$ cat config.mk
export PLATFORM = sky130hd
export DESIGN_NAME = clf_ram
export DESIGN_NICKNAME = d
export VERILOG_FILES = /design/src/sv/assert_macros.svh /design/src/sv/clf_ram.sv
export SDC_FILE = /design/constraint.sdc
export NUM_CORES = 1
export LEC_CHECK = 0
export ABC_CLOCK_PERIOD_IN_PS = 1510
export BUFFER_PORTS_ARGS = -buffer_cell sky130_fd_sc_hd__buf_2
export CAP_MARGIN = 20
export CORE_UTILIZATION = 53
export DETAILED_ROUTE_END_ITERATION = 8
export PLACE_DENSITY = 0.79
export SYNTH_ARGS = -nofsm -noshare
export SYNTH_HDL_FRONTEND = slang
export SYNTH_SLANG_ARGS = --single-unit
$ cat constraint.sdc
create_clock -name clock -period 1.51 [get_ports clock]
set_input_delay 0.0755 -clock clock [delete_from_list [all_inputs] [get_ports clock]]
set_output_delay 0.0755 -clock clock [all_outputs]
set_load 0.02 [all_outputs]
$ cat src/sv/assert_macros.svh
// Assertion macros shared by the line framer RTL.
`ifndef ASSERT_MACROS_SVH
`define ASSERT_MACROS_SVH
`ifndef SYNTHESIS
// Check that a property holds at every clock edge outside reset.
`define CLF_ASSERT(label, clk, rst, prop) \
   label: assert property (@(posedge clk) disable iff (rst) (prop)) \
      else $error("clf assertion failed");
// Check that a condition never holds outside reset.
`define CLF_NEVER(label, clk, rst, cond) \
   label: assert property (@(posedge clk) disable iff (rst) !(cond)) \
      else $error("clf forbidden condition seen");
`else
`define CLF_ASSERT(label, clk, rst, prop)
`define CLF_NEVER(label, clk, rst, cond)
`endif
`endif

$ cat src/sv/clf_ram.sv
// Generic simple dual-port RAM with one write port and a registered read port.
module clf_ram #(
   parameter int WIDTH = 8,
   parameter int DEPTH = 2,
   localparam int AW = $clog2(DEPTH)
) (
   input  logic             clock,
   input  logic             wr_en,
   input  logic [AW-1:0]    wr_addr,
   input  logic [WIDTH-1:0] wr_data,
   input  logic             rd_en,
   input  logic [AW-1:0]    rd_addr,
   output logic [WIDTH-1:0] rd_data
);

   logic [WIDTH-1:0] mem_ff [DEPTH];
   logic [WIDTH-1:0] rd_data_ff;

   // write and registered read; read data holds while no read is issued
   always_ff @(posedge clock) begin
      if (wr_en) begin
         mem_ff[wr_addr] <= wr_data;
      end
      if (rd_en) begin
         rd_data_ff <= mem_ff[rd_addr];
      end
   end

   assign rd_data = rd_data_ff;

endmodule

==> impl_metrics.sql <==
INSERT INTO impl_metrics (metric_group, metric, value, unit) VALUES
('outcome', 'status', 'finished clean', ''),
('sta', 'fin_crit', '0.918', 'ns'),
('final_layout', 'multiInputGateArea', '133', 'um^2'),
('placed_design', 'final_weighted_congestion_in_routability_driven_placement', '0.609', ''),
('clock_tree', 'clk_path_buf_depth', '2', ''),
('logic_synthesis', 'yosys_warnings', '0', ''),
('clock_tree', 'cts_num_sinks', '24', ''),
('logic_synthesis', 'syn-mean-instance-area', '24.7', 'um^2'),
('grt', 'grt_remaining_overflow', '0', ''),
('clock_tree', 'cts_repair_resize_count', '0', ''),
('worst_setup_path', 'rr_endpoint', 'rd_data[7]', ''),
('logic_synthesis', 'synth_cells', '35', ''),
('grt', 'antenna_violations_before_repair', '0', ''),
('floorplan', 'core', '1510', 'um^2'),
('clock_tree', 'cts.clk_slew.worst_paths', '0.12', 'ns'),
('clock_tree', 'htree_levels', '1', ''),
('sta', 'finalCritPeriodShare', '60.8', '%'),
('final_layout', 'antenna_cells', '0', ''),
('worst_setup_path', 'rr_worst_depth', '1', ''),
('grt', 'globalRouteMet2Util', '26.8', '%'),
('floorplan', 'rows', '14', ''),
('logic_synthesis', 'synth.ff_latch_count', '24', ''),
('grt', 'global_route_wire_length_before_repair', '1.74', 'mm'),
('grt', 'grt.busiest_layer', 'met2', ''),
('floorplan', 'num_io_pins', '21', ''),
('sta', 'worst_slew_pin_slew', '0.354', 'ns'),
('grt', 'overall_routing_resource_usage', '13.9', '%'),
('worst_hold_path', 'hold_end', 'rd_data[3]', ''),
('route', 'via_count', '417', ''),
('grt', 'grt_util_met1', '13.5', '%'),
('sta', 'achievable-frequency', '1.09', 'GHz'),
('worst_setup_path', 'timing.critical_path.required', '1.57', 'ns'),
('route', 'drt_first_iter_violations', '8', ''),
('run', 'drv_cap', '0', ''),
('sta', 'layout_setup_ws', '0.592', 'ns'),
('grt', 'grt_start_max_net_pins', '14', ''),
('worst_setup_path', 'crit_path_top_delay_cell', 'sky130_fd_sc_hd__edfxtp_1', ''),
('floorplan', 'initial_core_utilization', '57.4', '%'),
('pwr', 'irDropWorstVdd', '0.695', 'mV'),
('worst_hold_path', 'hold_path_class', 'primary input to flip-flop', ''),
('worst_setup_path', 'worstSetupEndpointType', 'flip-flop', ''),
('placed_design', 'port_buffers', '20', ''),
('worst_setup_path', 'critical_path.startpoint_type', 'flip-flop', ''),
('logic_synthesis', 'postSynthNetCount', '48', ''),
('clock_tree', 'clockRootBuffer', 'sky130_fd_sc_hd__clkbuf_4', ''),
('sta', 'grt_setup_unrepaired', 'false', ''),
('pwr', 'p_total', '1.18', 'mW'),
('floorplan', 'die_span_in_y', '42.4', 'um'),
('clock_tree', 'postCtsSetupRepairBufs', '0', ''),
('worst_setup_path', 'timing_worst_setup_path_type', 'flip-flop to flip-flop', ''),
('route', 'postRouteWirelength', '1.07', 'mm'),
('logic_synthesis', 'mappedNetlistArea', '865', 'um^2'),
('clock_tree', 'clock_tree_from_tritoncts', 'yes', ''),
('pwr', 'p_leak', '0.432', 'nW'),
('worst_setup_path', 'arrival', '0.97', 'ns'),
('clock_tree', 'cts_buffer_count', '3', ''),
('logic_synthesis', 'synth-seq-area-share', '83.4', '%'),
('route', 'via_cell_ratio', '5.02', ''),
('sta', 'slew-limit-headroom', '76.4', '%'),
('floorplan', 'die_width', '42.4', 'um'),
('final_layout', 'syn_to_final_growth', '25.8', '%'),
('worst_setup_path', 'r2r_setup_slack', '0.59', 'ns'),
('final_layout', 'drive_gt1_share', '47.8', '%'),
('worst_hold_path', 'startpoint_of_the_worst_hold_path', 'rd_en', ''),
('route', 'ant_nets', '0', ''),
('final_layout', 'layout_net_count', '81', ''),
('worst_setup_path', 'critical_path.top_delay_family', 'flip-flops', ''),
('pwr', 'pwr_density_cell', '1090', 'nW/um^2'),
('worst_setup_path', 'timing.critical_path.slowest_cell_delay', '0.40', 'ns'),
('floorplan', 'die_footprint', '1800', 'um^2'),
('sta', 'timing_hold_violations_final', '0', '');
[routing by layer]
| layer | share of wire, % | up-vias |
|---|---|---|
| met1 | 34 | 199 |
| li1 | - | 201 |
| met2 | 61 | 17 |
| met3 | 5.2 | 0 |
| met4 | 0 | 0 |
| met5 | 0 | - |
[layout make-up]
class | count | area share (%)
multi-input combinational | 10 | 12.2
tap | 16 | 1.84
clock buffer | 3 | 2.07
clock inverter | 1 | 0.345
sequential | 24 | 66.3
timing repair buffer | 29 | 17.3
[per-stage QoR]
stage | instances | hold WS [ns] | util [%] | area (um^2)
finish | 83 | 0.0964 | 72.2 | 1090
global route | 83 | 0.0843 | 72.2 | 1090
CTS | 83 | 0.0973 | 72.2 | 1090
detailed placement | 71 | 0.267 | 65.1 | 981
global placement | 71 | 0.264 | 65.1 | 981
floorplan | 35 | 0.174 | - | 865
[worst max-delay path by stage]
stage | from | end | slack [ns] | cells past startpoint
after floorplan | wr_en | mem_ff[0][0] | 0.64 | 1
after global placement | rd_addr | rd_data[1] | 0.62 | 2
after detailed placement | rd_addr | rd_data[2] | 0.60 | 2
after CTS | rd_data[1] | rd_data[1] | 0.58 | 1
after global routing | rd_data[5] | rd_data[5] | 0.54 | 1
final | mem_ff[0][7] | rd_data[7] | 0.59 | 1
[cell usage after synthesis, drive strengths merged]
cell type	instances	area [um^2]
edfxtp	24	721
mux2	8	120
and2	1	6.26
buf	1	11.3
nor2b	1	6.26
[sequential cells by signal, indices dropped and copies added (netlist names)]
name,cells
rd_data,8
mem_ff,16
[where the power goes]
| part | switching, mW | internal (mW) |
|---|---|---|
| sequential | 0.0107 | 0.786 |
| combinational | 0.0555 | 0.0660 |
| clock | 0.167 | 0.0962 |
[cell usage in the layout, fill, tap and decap left out, drive strengths merged]
cell type / count
buf: 21
mux2: 8
clkbuf: 3
edfxtp: 24
clkinv: 1
and2: 1
nor2b: 1
dlygate4sd3: 8
[cells by family (layout without fill, tap and decap cells)]
family	after synthesis	count (layout)	synth area share [%]
flip-flops	24	24	83.4
multiplexers	8	8	13.9
AND/OR/NAND/NOR	2	2	1.45
buffers and inverters	1	33	1.30
Power figures use the tool's default switching activity.
